==> src/hw/rtl/gss_pkg.sv <==
// Shared constants, codes and types of the gradient stop setup block.
package gss_pkg;

  localparam int STOP_DEPTH = 16;
  localparam int IDX_W      = $clog2(STOP_DEPTH);
  localparam int CNT_W      = $clog2(STOP_DEPTH + 1);

  localparam int CFG_IDX_W  = 3;
  localparam int CFG_DATA_W = 32;

  localparam logic [CFG_IDX_W-1:0] CFG_MODE    = 3'd0;
  localparam logic [CFG_IDX_W-1:0] CFG_A_X     = 3'd1;
  localparam logic [CFG_IDX_W-1:0] CFG_A_Y     = 3'd2;
  localparam logic [CFG_IDX_W-1:0] CFG_B_X     = 3'd3;
  localparam logic [CFG_IDX_W-1:0] CFG_B_Y     = 3'd4;
  localparam logic [CFG_IDX_W-1:0] CFG_RADIUS  = 3'd5;
  localparam logic [CFG_IDX_W-1:0] CFG_EPSILON = 3'd6;

  localparam logic [1:0] ST_STOP   = 2'd0;
  localparam logic [1:0] ST_GEOM   = 2'd1;
  localparam logic [1:0] ST_REJECT = 2'd2;
  localparam logic [1:0] ST_ZERO   = 2'd3;

  localparam logic       MODE_LINEAR = 1'b0;
  localparam logic [7:0] ALPHA_FULL  = 8'hff;
  localparam logic [15:0] ONE_Q15    = 16'd32768;

  typedef struct packed {
    logic        num_neg;
    logic [63:0] num_mag;
    logic [61:0] den;
    logic [5:0]  extra;
    logic        rnd;
  } gss_div_req_t;

endpackage

==> src/hw/rtl/gss_div.sv <==
// Bit-serial restoring divider with rounding and 48-bit saturation.
module gss_div
  import gss_pkg::*;
(
  input  logic               clk_i,
  input  logic               rst_ni,
  input  logic               start_i,
  input  gss_div_req_t       req_i,
  output logic               done_o,
  output logic signed [47:0] res_o
);

  logic        busy_q, done_q;
  logic [6:0]  cnt_q;
  logic [63:0] mag_q;
  logic [61:0] den_q;
  logic [61:0] rem_q;
  logic [49:0] quo_q;
  logic        sat_q, neg_q, rnd_q;

  logic [62:0] rem2;
  logic        qbit;
  logic [49:0] rq;
  logic        big;

  assign rem2 = {rem_q, mag_q[63]};
  assign qbit = rem2 >= {1'b0, den_q};

  always_ff @(posedge clk_i or negedge rst_ni) begin
    if (!rst_ni) begin
      busy_q <= 1'b0;
      done_q <= 1'b0;
      cnt_q  <= '0;
    end else begin
      done_q <= busy_q && (cnt_q == 7'd1);
      if (start_i && !busy_q) begin
        busy_q <= 1'b1;
        cnt_q  <= 7'd64 + {1'b0, req_i.extra};
      end else if (busy_q) begin
        cnt_q <= cnt_q - 7'd1;
        if (cnt_q == 7'd1) busy_q <= 1'b0;
      end
    end
  end

  always_ff @(posedge clk_i) begin
    if (start_i && !busy_q) begin
      mag_q <= req_i.num_mag;
      den_q <= req_i.den;
      rem_q <= '0;
      quo_q <= '0;
      sat_q <= 1'b0;
      neg_q <= req_i.num_neg;
      rnd_q <= req_i.rnd;
    end else if (busy_q) begin
      mag_q <= {mag_q[62:0], 1'b0};
      rem_q <= qbit ? 62'(rem2 - {1'b0, den_q}) : rem2[61:0];
      quo_q <= {quo_q[48:0], qbit};
      if (quo_q[49]) sat_q <= 1'b1;
    end
  end

  always_comb begin
    rq  = rnd_q ? 50'((51'(quo_q) + 51'd1) >> 1) : quo_q;
    big = sat_q || (rq >= 50'h0800000000000);
    if (neg_q) res_o = big ? 48'sh800000000000 : -$signed(rq[47:0]);
    else       res_o = big ? 48'sh7fffffffffff : $signed(rq[47:0]);
  end

  assign done_o = done_q;

endmodule

==> config.mk <==
export PLATFORM = sky130hd
export DESIGN_NAME = gss_div
export DESIGN_NICKNAME = d
export VERILOG_FILES = /design/src/hw/rtl/gss_pkg.sv /design/src/hw/rtl/gss_div.sv
export SDC_FILE = /design/constraint.sdc
export NUM_CORES = 1
export LEC_CHECK = 0
export BUFFER_PORTS_ARGS = -buffer_cell sky130_fd_sc_hd__buf_4
export CAP_MARGIN = 20
export CELL_PAD_IN_SITES_DETAIL_PLACEMENT = 2
export CELL_PAD_IN_SITES_GLOBAL_PLACEMENT = 2
export CORE_MARGIN = 4
export CORE_UTILIZATION = 26
export CTS_CLUSTER_SIZE = 28
export DETAILED_ROUTE_END_ITERATION = 7
export PLACE_DENSITY_LB_ADDON = 0.1
export SLEW_MARGIN = 25
export SYNTH_ARGS = -nofsm -noshare
export SYNTH_HDL_FRONTEND = slang
export SYNTH_SLANG_ARGS = --single-unit
==> constraint.sdc <==
create_clock -name clk_i -period 18.3 [get_ports clk_i]
set_input_delay 4.575 -clock clk_i [delete_from_list [all_inputs] [get_ports clk_i]]
set_output_delay 4.575 -clock clk_i [all_outputs]
set_load 0.05 [all_outputs]
# Yosys cells after proc, flatten, opt, wreduce, memory -nomap -nowiden
# Index checks and enable logic that the tools add are counted.
# classes
add_sub_neg	5
magnitude_cmp	2
n_eq_ne	1
muxes	12
n_reduce_logical	6
# op_table
operator	count
48-bit two-way mux	3
64-bit two-way mux	2
63-bit by 62-bit greater-or-equal comparator with 1-bit output	1
62-bit two-way mux	1
62-bit subtractor	1
50-bit by 1-bit adder with 51-bit output (second input constant)	1
50-bit by 48-bit greater-or-equal comparator with 1-bit output (second input constant)	1
50-bit two-way mux	1
48-bit negation	1
7-bit two-way mux	2
7-bit by 6-bit adder with 7-bit output (first input constant)	1
7-bit by 1-bit == test with 1-bit output (second input constant)	1
7-bit by 1-bit subtractor with 7-bit output (second input constant)	1
1-bit two-way mux	3
1-bit logical AND	2
2-bit AND reduction	1
2-bit nonzero test	1
1-bit logical NOT	1
1-bit logical OR	1
# word_totals
reg_bits	250
in_bits	137
out_inout_bits	49
elab_cells	36

# Depth between registers and ports, before layout
# Gate-level depths: netlist of run 1.
# depth
depth_word	6
mapped_depth	18
depth_no_buf	13

# Worst setup path before layout of run 1
# Ideal clock, no wire load.
# synth_timing
path_type	flip-flop to output port
from	register rnd_q
to	output res_o[32]
t_arrival_ns	5.742
slack_ns	7.983
stages_incl_launch_ff	18
n_path_buf	8
path_cell_list	edfxtp_1 > buf_2 > buf_2 > clkbuf_1 > buf_1 > clkbuf_1 > buf_1 > buf_1 > clkbuf_1 > mux2i_1 > ha_1 > nand3_1 > nor4_1 > and4_4 > nand3_4 > or4_1 > mux2i_1 > o21ai_0
# synth_between
elab_chain_cells	5
elab_cells_between_ends	7
classes_between	add/sub: 1; order compare: 1; mux: 4; reduce/logical: 1
# synth_rtl
item	line	source
start, declared	gss_div.sv:19	logic sat_q, neg_q, rnd_q;
start signal, assigned	gss_div.sv:54	rnd_q <= req_i.rnd;
50-bit two-way mux *	gss_div.sv:64	rq = rnd_q ? 50'((51'(quo_q) + 51'd1) >> 1) : quo_q;
50-bit by 48-bit greater-or-equal comparator with 1-bit output	gss_div.sv:65	big = sat_q || (rq >= 50'h0800000000000);
1-bit logical OR	gss_div.sv:65	
48-bit two-way mux (on tied branches)	gss_div.sv:67, gss_div.sv:66	
48-bit two-way mux *	gss_div.sv:66	if (neg_q) res_o = big ? 48'sh800000000000 : -$signed(rq[47:0]);
end, declared	gss_div.sv:10	output logic signed [47:0] res_o
# Mark *: on every way between the ends. The rest lies on a longest branch, timed or not.

# Worst setup path in the final report of run 1
# layout_timing
from	register rnd_q
to	output res_o[40]
# Same word-level chain as after synthesis.

==> summary.md, run 1 <==
| Metric | Value |
|---|---|
| Min Clock Period, post-route | 10.17 ns |
| H-Tree Depth | 1 |
| Grt ovf | 0 |
| Post-DRT Antenna Nets | 0 |
| Largest cells by area after synthesis | edfxtp_1 (23%), dfxtp_1 (13%), nand2_1 (6.2%) |
| Max VDD drop | 0.0000677 V |
| Setup_tns | 0 ns |
| Slew HR | 0.418 |
| Leak | 8.05 nW |
| Layout Cells excl Fill | 2983 |
| Largest area contributor in the netlist | edfxtp_1 |
| Syn Area/Cell | 8.44 um^2 |
| Hold buffers post-CTS | 0 |
| EDFF count, synth | 128 |
| Final worst-path setup slack | 8.13 ns |
| Worst Hold Class | reg -> reg |
| Synth unique cells | 92 |
| CTS buffer count | 29 |
| Clock buffer depth | 3 |
| Count of state elements after synthesis | 250 |
| Die outline height | 264 um |
| Clock Sinks | 250 |
| Drt drc | 0 |
| Layout cell share with drive strength beyond 1 | 0.167 |
| CTS tree | built |
| GR Layer Usage met2 | 0.282 |
| Final hold vios | 0 |
| Clk root buf | clkbuf_16 |
| Worst Setup End Kind | output port |
| Vias in the first global route | 16512 |
| CP max FO | 54 |
| Power per cell area | 161 nW/um^2 |
| Cell Area, Synth | 17000 um^2 |
| Startpoint types | flip-flop |
| Predominant post-synthesis flop cell | edfxtp_1 |
| Status | completed |
| Initial DRT Pass Iterations | 5 |
| Initial Utilization | 0.263 |
| Synth-to-Final Area Change | 17.7% |
| F_max | 98.4 MHz |
| Final period util | 0.555 |
| Die width | 264 um |
| Largest net degree at the start of global routing | 69 |
| Cells after synthesis | 2017 |
| # nets final | 2308 |
| Clock-pin slew on the worst setup and hold paths | 0.06 ns |
| Critical setup path kind | reg -> out |
| Pre-CTS WS | 8.70 ns |
| Max cap viols | 0 |
| Vias | 15330 |
| Seq/Total Area, Yosys | 0.372 |
| Final design area excluding fillers | 20000 um^2 |
| Synth Net Count | 2221 |
| Final setup viols | 0 |
| Post-DP Area | 19000 um^2 |
| Most Crowded Layer GR | met2 |
| Vias per std cell | 5.14 |
| Clock insertion delay at the later pin of the skew report | 0.57 ns |
| Buffers on Ports | 185 |
| Data required, critical path | 13.73 ns |
| Site Rows | 93 |
| Met3 track demand over resource | 0.0183 |
| HPWL Detailed | 43200 um |
| Gr usage total | 0.161 |
| Fraction of registers with async set/reset | 0.0360 |
| Max-slew violations | 0 |
| Core area | 64600 um^2 |
| Ports | 186 |
| Worst-margin pin slew | 0.866 ns |
| Post-CTS Setup Bufs | 0 |
| Placed Cells | 2928 |
| Routability Congestion | 0.773 |
| Initial antenna violation count | 3 |
| Post-cts gate resize count | 0 |
| Die area | 69600 um^2 |
| Initial DRC Count | 694 |
| Detailed Route WL | 57900 um |
| DR WL/cell | 19.4 um |
| Share of the synthesized area in the top cell type | 0.226 |
| RSZ-0062 raised after global routing | no |
| First-pass GRT wire length | 94200 um |
| Global Route met1 Usage | 0.217 |
| Worst hold slack | 0.483 ns |
| Yosys warns | 0 |
| Final Skew | 0.0171 ns |
| WP data arrival | 5.59 ns |
| Commonest non-fill, non-tap cells in the layout | nand2_1 (281), buf_4 (198), a21oi_1 (183) |
| Most common cell after layout, fill and taps aside | nand2_1 |
==> registers in the layout, summed over array words and instances (netlist names) <==
signal	flops
rem_q	62
sat_q	1
mag_q	64
neg_q	1
busy_q	1
cnt_q	7
done_o	1
quo_q	50
rnd_q	1
den_q	62
==> layout make-up <==
cell class	instances	area [um^2]
flip-flops and latches	250	6330
clock inverters	16	218
well taps	855	1070
inverters	102	383
diodes	1	2.50
clock buffers	38	790
multi-input cells	1523	9750
repair buffers	198	1490
fillers	7313	44500
==> report_power, final <==
group,leakage [nW],internal (mW),switching [mW],total [mW]
Clock,0.493,0.374,0.244,0.618
Combinational,5.18,0.621,0.920,1.54
Sequential,2.37,0.824,0.240,1.06
==> logic make-up (layout without fill, tap and decap cells) <==
family | count (synthesis) | after routing | synth area share
DFF | 250 | 250 | 0.372
xor gates and xnor gates | 80 | 80 | 0.0412
buffers and inverters | 244 | 354 | 0.0577
other | 0 | 1 | 0
adders and majority gates | 67 | 67 | 0.0497
AOI/OAI and AO/OA | 613 | 613 | 0.230
and+or+nand+nor | 677 | 677 | 0.194
muxes | 86 | 86 | 0.0555
==> synth_stat cells (31+ instances only) <==
cell and n:
nand2_1 281, a21oi_1 183, o21ai_0 163, edfxtp_1 128, nor2_1 120, dfxtp_1 113
clkbuf_1 105, inv_1 100, mux2_2 67, ha_1 66, nand3_1 53, xnor2_1 49
a21o_1 42, nor3_1 38, nand4_1 34, xor2_1 31
==> routing by layer <==
| layer | part of all wire | up-vias |
|---|---|---|
| li1 | - | 7534 |
| met5 | 0.00047 | - |
| met1 | 0.47 | 7578 |
| met4 | 0.018 | 4 |
| met2 | 0.49 | 152 |
| met3 | 0.026 | 62 |
==> critical path: stages (launching register included) <==
cell,delay [ns]
edfxtp_1,0.33
buf_4,0.38
buf_4,0.55
inv_1,0.24
buf_4,0.28
a221oi_1,0.53
nand3_1,0.28
nor4_1,0.58
and4_4,0.36
nand3_4,0.11
or3_1,0.53
o41ai_2,0.38
xnor2_1,0.17
buf_4,0.23
==> per-stage QoR <==
stage | utilization | power [mW]
after floorplan | - | 2.17
after global placement | 0.294 | 2.57
after detailed placement | 0.294 | 2.63
after CTS | 0.310 | 3.28
after global routing | 0.310 | 3.53
final | 0.310 | 3.22
==> path summary, 6_finish.rpt <==
path | startpoint | to | slack [ns] | cells after the start
worst max-delay path | rnd_q | res_o[40] | 8.13 | 13
worst min-delay path | rem_q[10] | rem_q[10] | 0.48 | 2
worst max register to register | den_q[18] | rem_q[48] | 13.54 | 12
worst min register to register | rem_q[10] | rem_q[10] | 0.48 | 2
max in group asynchronous | rst_ni | busy_q | 14.32 | 1
min in group asynchronous | rst_ni | cnt_q[1] | 3.82 | 1
Note: power is estimated with default switching activity, not from simulation.
==> inputs of run 2 (changes only) <==
Clock period 18.3 ns to 9.6 ns, I/O delays scaled along.
==> run 2 against run 1 <==
Net effect:
- sequential power grew 90%
- routed wire length grew 0.96%
- core utilization shrank 0.066 points
- count of clock-buffer cells in the layout grew 3
- worst hold slack gained 0.0023 ns
- non-clock buffer count grew 1
- die area is the same
- worst setup slack lost 6.4 ns
- cell area shrank 0.21%
- combinational power grew 93%
==> summary.md, run 2 (same netlist as run 1, synthesis figures left out) <==
| Metric | Value |
|---|---|
| Clock buffer depth | 3 (unchanged) |
| Worst setup startpoint | quo_q[1] (was rnd_q) |
| Fillers | 7370 (was 7313) |
| Switch Pwr | 2.70 mW (was 1.41 mW) |
| CTS tree | built (unchanged) |
| Final hold vios | 0 (unchanged) |
| Switching Fraction | 0.443 (was 0.436) |
| F_max | 127 MHz |
| Hold path endpoint | rem_q[7] (was rem_q[10]) |
| WP data arrival | 5.46 ns (was 5.59 ns) |
| H-Tree Depth | 1 (unchanged) |
| Critical path's slowest cell | nor4_1 (unchanged) |
| Clk root buf | clkbuf_16 (unchanged) |
| Vias in the first global route | 16460 (was 16512) |
| Clock Sinks | 250 (unchanged) |
| Met3 track demand over resource | 0.0166 (was 0.0183) |
| Data required, critical path | 7.20 ns (was 13.73 ns) |
| Hold buffers post-CTS | 0 (unchanged) |
| Combinational share of power | 0.486 (was 0.478) |
| Most flops, register | mag_q (unchanged) |
| Storage cell area | 6330 um^2 (unchanged) |
| Max-slew violations | 0 (unchanged) |
| Vias per std cell | 5.14 (about the same) |
| Number of diodes | 0 (was 1) |
| Commonest non-fill, non-tap cells in the layout | nand2_1 (281), buf_4 (199), a21oi_1 (183) (was nand2_1 (281), buf_4 (198), a21oi_1 (183)) |
| # nets final | 2310 (was 2308) |
| Critical setup path kind | reg -> out (unchanged) |
| Final design area excluding fillers | 20000 um^2 (about the same) |
| R2R cell count | 12 (unchanged) |
| Die outline height | 264 um (unchanged) |
| Final period util | 0.819 |
| Final setup viols | 0 (unchanged) |
| Drt drc | 0 (unchanged) |
| CTS buffer count | 30 (was 29) |
| Die area | 69600 um^2 (unchanged) |
| Max incr delay on CP | 0.70 ns (was 0.58 ns) |
| Post-DP Area | 19000 um^2 (about the same) |
| Largest net degree at the start of global routing | 92 (was 69) |
| HPWL Detailed | 43500 um (was 43200 um) |
| Worst Hold Class | reg -> reg (unchanged) |
| Layout Cells excl Fill | 2985 (was 2983) |
| Slew HR | 0.360 (was 0.418) |
| Synth-to-Final Area Change | 17.5% (was 17.7%) |
| RSZ-0062 raised after global routing | no (unchanged) |
| CP max FO | 35 (was 54) |
| Gr usage total | 0.162 (was 0.161) |
| DR WL/cell | 19.6 um (was 19.4 um) |
| Grt ovf | 0 (unchanged) |
| Largest register FFs | 64 (unchanged) |
| Setup_tns | 0 ns (unchanged) |
| Multi-input logic area | 9740 um^2 (was 9750 um^2) |
| GR Layer Usage met2 | 0.287 (was 0.282) |
| Hold depth | 2 (unchanged) |
| R2r endpoint | rem_q[33] (was rem_q[48]) |
| Min Clock Period, post-route | 7.86 ns |
| Worst Setup End Kind | output port (unchanged) |
| CP Cell Sequence | ha_1, nand4_2, nor4_1, nand3_1, or3_1, mux2i_4, buf_4, and2_1, nand3_1, or2_1, o31ai_2, xor2_1, buf_4 (was buf_4, buf_4, inv_1, buf_4, a221oi_1, nand3_1, nor4_1, and4_4, nand3_4, or3_1, o41ai_2, xnor2_1, buf_4) |
| Max cap viols | 0 (unchanged) |
| Site Rows | 93 (unchanged) |
| Top Registers | mag_q: 64 flops, den_q: 62 flops, rem_q: 62 flops (unchanged) |
| Initial antenna violation count | 1 (was 3) |
| Global Route met1 Usage | 0.219 (was 0.217) |
| Initial DRT Pass Iterations | 5 (unchanged) |
| Power per cell area | 306 nW/um^2 (was 161 nW/um^2) |
| Post-DRT Antenna Nets | 0 (unchanged) |
| Clock insertion delay at the later pin of the skew report | 0.58 ns (was 0.57 ns) |
| Max VDD drop | 0.000147 V (was 0.0000677 V) |
| Initial DRC Count | 690 (was 694) |
| Layout cell share with drive strength beyond 1 | 0.165 (was 0.167) |
| Most Crowded Layer GR | met2 (unchanged) |
| Reg2reg start | den_q[1] (was den_q[18]) |
| Most common cell after layout, fill and taps aside | nand2_1 (unchanged) |
| Final Skew | 0.0278 ns (was 0.0171 ns) |
| Reg power frac | 0.329 (was 0.330) |
| Hold Path Origin | rem_q[7] (was rem_q[10]) |
| Status | completed (unchanged) |
| Clk network pwr share | 0.184 (was 0.192) |
| Post-CTS Setup Bufs | 0 (unchanged) |
| Startpoint types | flip-flop (unchanged) |
| Ports | 186 (unchanged) |
| First-pass GRT wire length | 94200 um (about the same) |
| Placed Cells | 2929 (was 2928) |
| Int Pwr | 3.41 mW (was 1.82 mW) |
| Post-cts gate resize count | 0 (unchanged) |
| Clock-pin slew on the worst setup and hold paths | 0.06 ns (about the same) |
| Worst-margin pin slew | 0.960 ns (was 0.866 ns) |
| Detailed Route WL | 58400 um (was 57900 um) |
| Die width | 264 um (unchanged) |
| Routability Congestion | 0.788 (was 0.773) |
| Initial Utilization | 0.263 (unchanged) |
| Leak | 8.02 nW (was 8.05 nW) |
| Slack of the worst reg-to-reg path | 4.95 ns (was 13.54 ns) |
| Vias | 15337 (was 15330) |
| Buffers on Ports | 185 (unchanged) |
| Core area | 64600 um^2 (unchanged) |
-- run 2: cell types whose count changed in the layout (fill, tap and decap cells not counted) --
cell / delta
bufinv_16: -3
clkinv_1: +3
clkbuf_1: +2
clkinv_2: -2
buf_4: +1
clkbuf_16: +1
clkinv_8: +1
clkinvlp_4: +1
diode_2: -1
inv_6: -1
nor4_1: +1
nor4_2: -1
-- run 2: per-layer routing --
layer  vias up  share of wire
met5         -              0
met2       143           0.49
met1      7619           0.47
met4         0          0.012
li1       7531              -
met3        44          0.025
-- run 2: worst max path at each step --
stage	end	slack, ns	depth (start not counted)
final	res_o[43]	1.74	13
after global routing	res_o[45]	1.28	13
after CTS	res_o[41]	1.62	13
after detailed placement	res_o[41]	2.29	13
after global placement	res_o[45]	2.48	13
after floorplan	res_o[32]	1.46	17
-- run 2: layout make-up --
| class | instances | area share |
|---|---|---|
| multi-input combinational | 1523 | 0.487 |
| sequential | 250 | 0.317 |
| timing repair buffer | 199 | 0.0747 |
| tap | 855 | 0.0535 |
| clock buffer | 41 | 0.0411 |
| inverter | 102 | 0.0192 |
| clock inverter | 15 | 0.00720 |
-- run 2: metrics by stage --
stage | worst slack (ns) | total power, mW | utilization | hold slack, ns
floorplan | 1.46 | 4.14 | - | 0.451
global placement | 2.48 | 4.91 | 0.294 | 0.470
detailed placement | 2.29 | 5.02 | 0.294 | 0.485
CTS | 1.62 | 6.20 | 0.309 | 0.493
global route | 1.28 | 6.68 | 0.310 | 0.513
finish | 1.74 | 6.11 | 0.310 | 0.486
-- run 2: worst max-delay path: cells and delay by family, from the launching register on --
kind	cells	cell delay, ns
AO/OA/AOI/OAI	1	0.27
XOR/XNOR	1	0.20
adder cells (fa/ha/maj)	1	0.32
buffers and inverters	2	0.63
flip-flops	1	0.48
multiplexers	1	0.29
AND/OR/NAND/NOR	7	2.68
-- run 2: power groups by stage --
stage	logic, mW	registers (mW)	clock network, mW
2_1_floorplan	2.36	1.78	0
3_3_place_gp	2.90	2.01	0
3_5_place_dp	2.98	2.03	0
4_1_cts	3.01	2.02	1.18
5_1_grt	3.37	2.09	1.22
6_report	2.97	2.01	1.13
==> inputs of run 3 (changes only) <==
Clock period 9.6 ns to 7.2 ns, I/O delays scaled along.
==> run 3 against run 2 <==
Net effect:
- global-route usage about the same
- sequential power is 34% higher
- largest power group unchanged
- count of clock-buffer cells in the layout up 5
- combinational power up 34%
- die area is the same
- routed wire length fell by 0.41%
- critical path depth is 1 lower
- clock skew is 0.015 ns lower
- via count up 0.12%
- worst hold slack worse by 0.0063 ns
- critical endpoint is now res_o[46]
- highest routed layer unchanged
==> summary.md, run 3 (same netlist as run 1, synthesis figures left out) <==
| Metric | Value |
|---|---|
| Status | completed (unchanged) |
| CTS tree | built (unchanged) |
| Initial antenna violation count | 1 (unchanged) |
| Worst Setup End Kind | output port (unchanged) |
| Slew HR | 0.377 (was 0.360) |
| Vias per std cell | 5.13 (was 5.14) |
| Final period util | 0.956 |
| WP data arrival | 5.08 ns (was 5.46 ns) |
| Detailed Route WL | 58200 um (was 58400 um) |
| F_max | 145 MHz |
| Post-DRT Antenna Nets | 0 (unchanged) |
| Max VDD drop | 0.000160 V (was 0.000147 V) |
| Slack of the worst reg-to-reg path | 2.35 ns (was 4.95 ns) |
| Die area | 69600 um^2 (unchanged) |
| H-Tree Depth | 1 (unchanged) |
| Largest register FFs | 64 (unchanged) |
| Initial DRT Pass Iterations | 5 (unchanged) |
| Top Registers | mag_q: 64 flops, den_q: 62 flops, rem_q: 62 flops (unchanged) |
| Pre-CTS WS | 0.735 ns (was 2.29 ns) |
| Post-CTS Setup Bufs | 0 (unchanged) |
| Site Rows | 93 (unchanged) |
| HPWL Detailed | 43900 um (was 43500 um) |
| Most common cell after layout, fill and taps aside | nand2_1 (unchanged) |
| Layout cell share with drive strength beyond 1 | 0.173 (was 0.165) |
| Power per cell area | 409 nW/um^2 (was 306 nW/um^2) |
| Placed Cells | 2935 (was 2929) |
| Final Skew | 0.0127 ns (was 0.0278 ns) |
| DR WL/cell | 19.5 um (was 19.6 um) |
| Clock insertion delay at the later pin of the skew report | 0.58 ns (about the same) |
| Die outline height | 264 um (unchanged) |
| RSZ-0062 raised after global routing | no (unchanged) |
| Buffers on Ports | 185 (unchanged) |
| Setup_tns | 0 ns (unchanged) |
| Commonest non-fill, non-tap cells in the layout | nand2_1 (281), buf_4 (204), a21oi_1 (183) (was nand2_1 (281), buf_4 (199), a21oi_1 (183)) |
| Initial Utilization | 0.263 (unchanged) |
| Final worst-path setup slack | 0.318 ns (was 1.74 ns) |
| Clock buffer depth | 3 (unchanged) |
| Drt drc | 0 (unchanged) |
| Largest net degree at the start of global routing | 94 (was 92) |
| Data required, critical path | 5.40 ns (was 7.20 ns) |
| Critical setup path kind | reg -> out (unchanged) |
| Final setup viols | 0 (unchanged) |
| Final hold vios | 0 (unchanged) |
| Hold buffers post-CTS | 0 (unchanged) |
| Max-slew violations | 0 (unchanged) |
| Grt ovf | 0 (unchanged) |
| Clock Sinks | 250 (unchanged) |
| Routability Congestion | 0.792 (was 0.788) |
| Core area | 64600 um^2 (unchanged) |
| CP max FO | 9 (was 35) |
| Gr usage total | 0.162 (about the same) |
| Max cap viols | 0 (unchanged) |
| Vias in the first global route | 16512 (was 16460) |
| Startpoint types | flip-flop (unchanged) |
| Most flops, register | mag_q (unchanged) |
| Ports | 186 (unchanged) |
| Clock-pin slew on the worst setup and hold paths | 0.06 ns (about the same) |
| Min Clock Period, post-route | 6.88 ns |
| CTS buffer count | 30 (unchanged) |
| Initial DRC Count | 659 (was 690) |
| Layout Cells excl Fill | 2992 (was 2985) |
| Worst-margin pin slew | 0.922 ns (was 0.960 ns) |
| First-pass GRT wire length | 94200 um (about the same) |
| Die width | 264 um (unchanged) |
| Worst Hold Class | reg -> reg (unchanged) |
| Synth-to-Final Area Change | 18.6% (was 17.5%) |
| Leak | 8.12 nW (was 8.02 nW) |
| Vias | 15355 (was 15337) |
| # nets final | 2316 (was 2310) |
| Clk root buf | clkbuf_16 (unchanged) |
## run 3: changes by cell type in the layout (fill, tap and decap cells not counted), sizes merged
cell	delta
buf	+6
clkbuf	+5
clkinv	-5
inv	+2
bufinv	-1
clkinvlp	-1
diode	+1
## run 3: through the flow
| step | area, um^2 | hold slack (ns) | utilization | power (mW) |
|---|---|---|---|---|
| after CTS | 20200 | 0.489 | 0.312 | 8.40 |
| after detailed placement | 19100 | 0.481 | 0.296 | 6.71 |
| after global placement | 19100 | 0.470 | 0.296 | 6.56 |
| after floorplan | 17000 | 0.451 | - | 5.52 |
| final | 20200 | 0.479 | 0.313 | 8.26 |
| after global routing | 20200 | 0.508 | 0.312 | 9.04 |
## run 3: path summary, 6_finish.rpt
kind / from / endpoint / cells past startpoint
max: quo_q[1] / res_o[46] / 12
min reg2reg: rem_q[7] / rem_q[7] / 2
max reg2reg: den_q[1] / rem_q[45] / 12
min in group asynchronous: rst_ni / cnt_q[2] / 1
min: rem_q[7] / rem_q[7] / 2
max in group asynchronous: rst_ni / busy_q / 1
## run 3: layer usage
metal | global-route usage | share of wire
met5 | 0 | 0
met4 | 0.0293 | 0.014
met3 | 0.0147 | 0.023
met2 | 0.291 | 0.50
met1 | 0.214 | 0.47
## run 3: timing repair
action | in CTS | in global routing
endpoints found under the hold margin | 0 | 0
endpoints found under the setup margin | 0 | 10
gates resized for setup | 0 | 5
## run 3: cell type report
type	count	area, um^2
Antenna cell	1	2.50
Clock buffer	46	970
Clock inverter	10	96.3
Fill cell	7354	44400
Inverter	102	383
Multi-Input combinational cell	1523	9770
Sequential cell	250	6330
Tap cell	855	1070
Timing Repair Buffer	205	1550
## run 3: worst max-delay path: stages, from the launching register on
cell	delay [ns]
dfxtp_1	0.49
ha_1	0.35
nand4_2	0.29
or4_1	0.78
nor2_1	0.33
a21boi_0	0.15
o31ai_1	0.42
and3_1	0.27
nand3b_1	0.10
or4_1	0.48
o41ai_2	0.47
xor2_2	0.16
buf_4	0.21
## run 3: report_power, final
| part | internal, mW | total [mW] | switching (mW) |
|---|---|---|---|
| logic | 1.59 | 3.97 | 2.38 |
| registers | 2.09 | 2.69 | 0.597 |
| clock network | 0.967 | 1.60 | 0.632 |
| total | 4.65 | 8.26 | 3.61 |
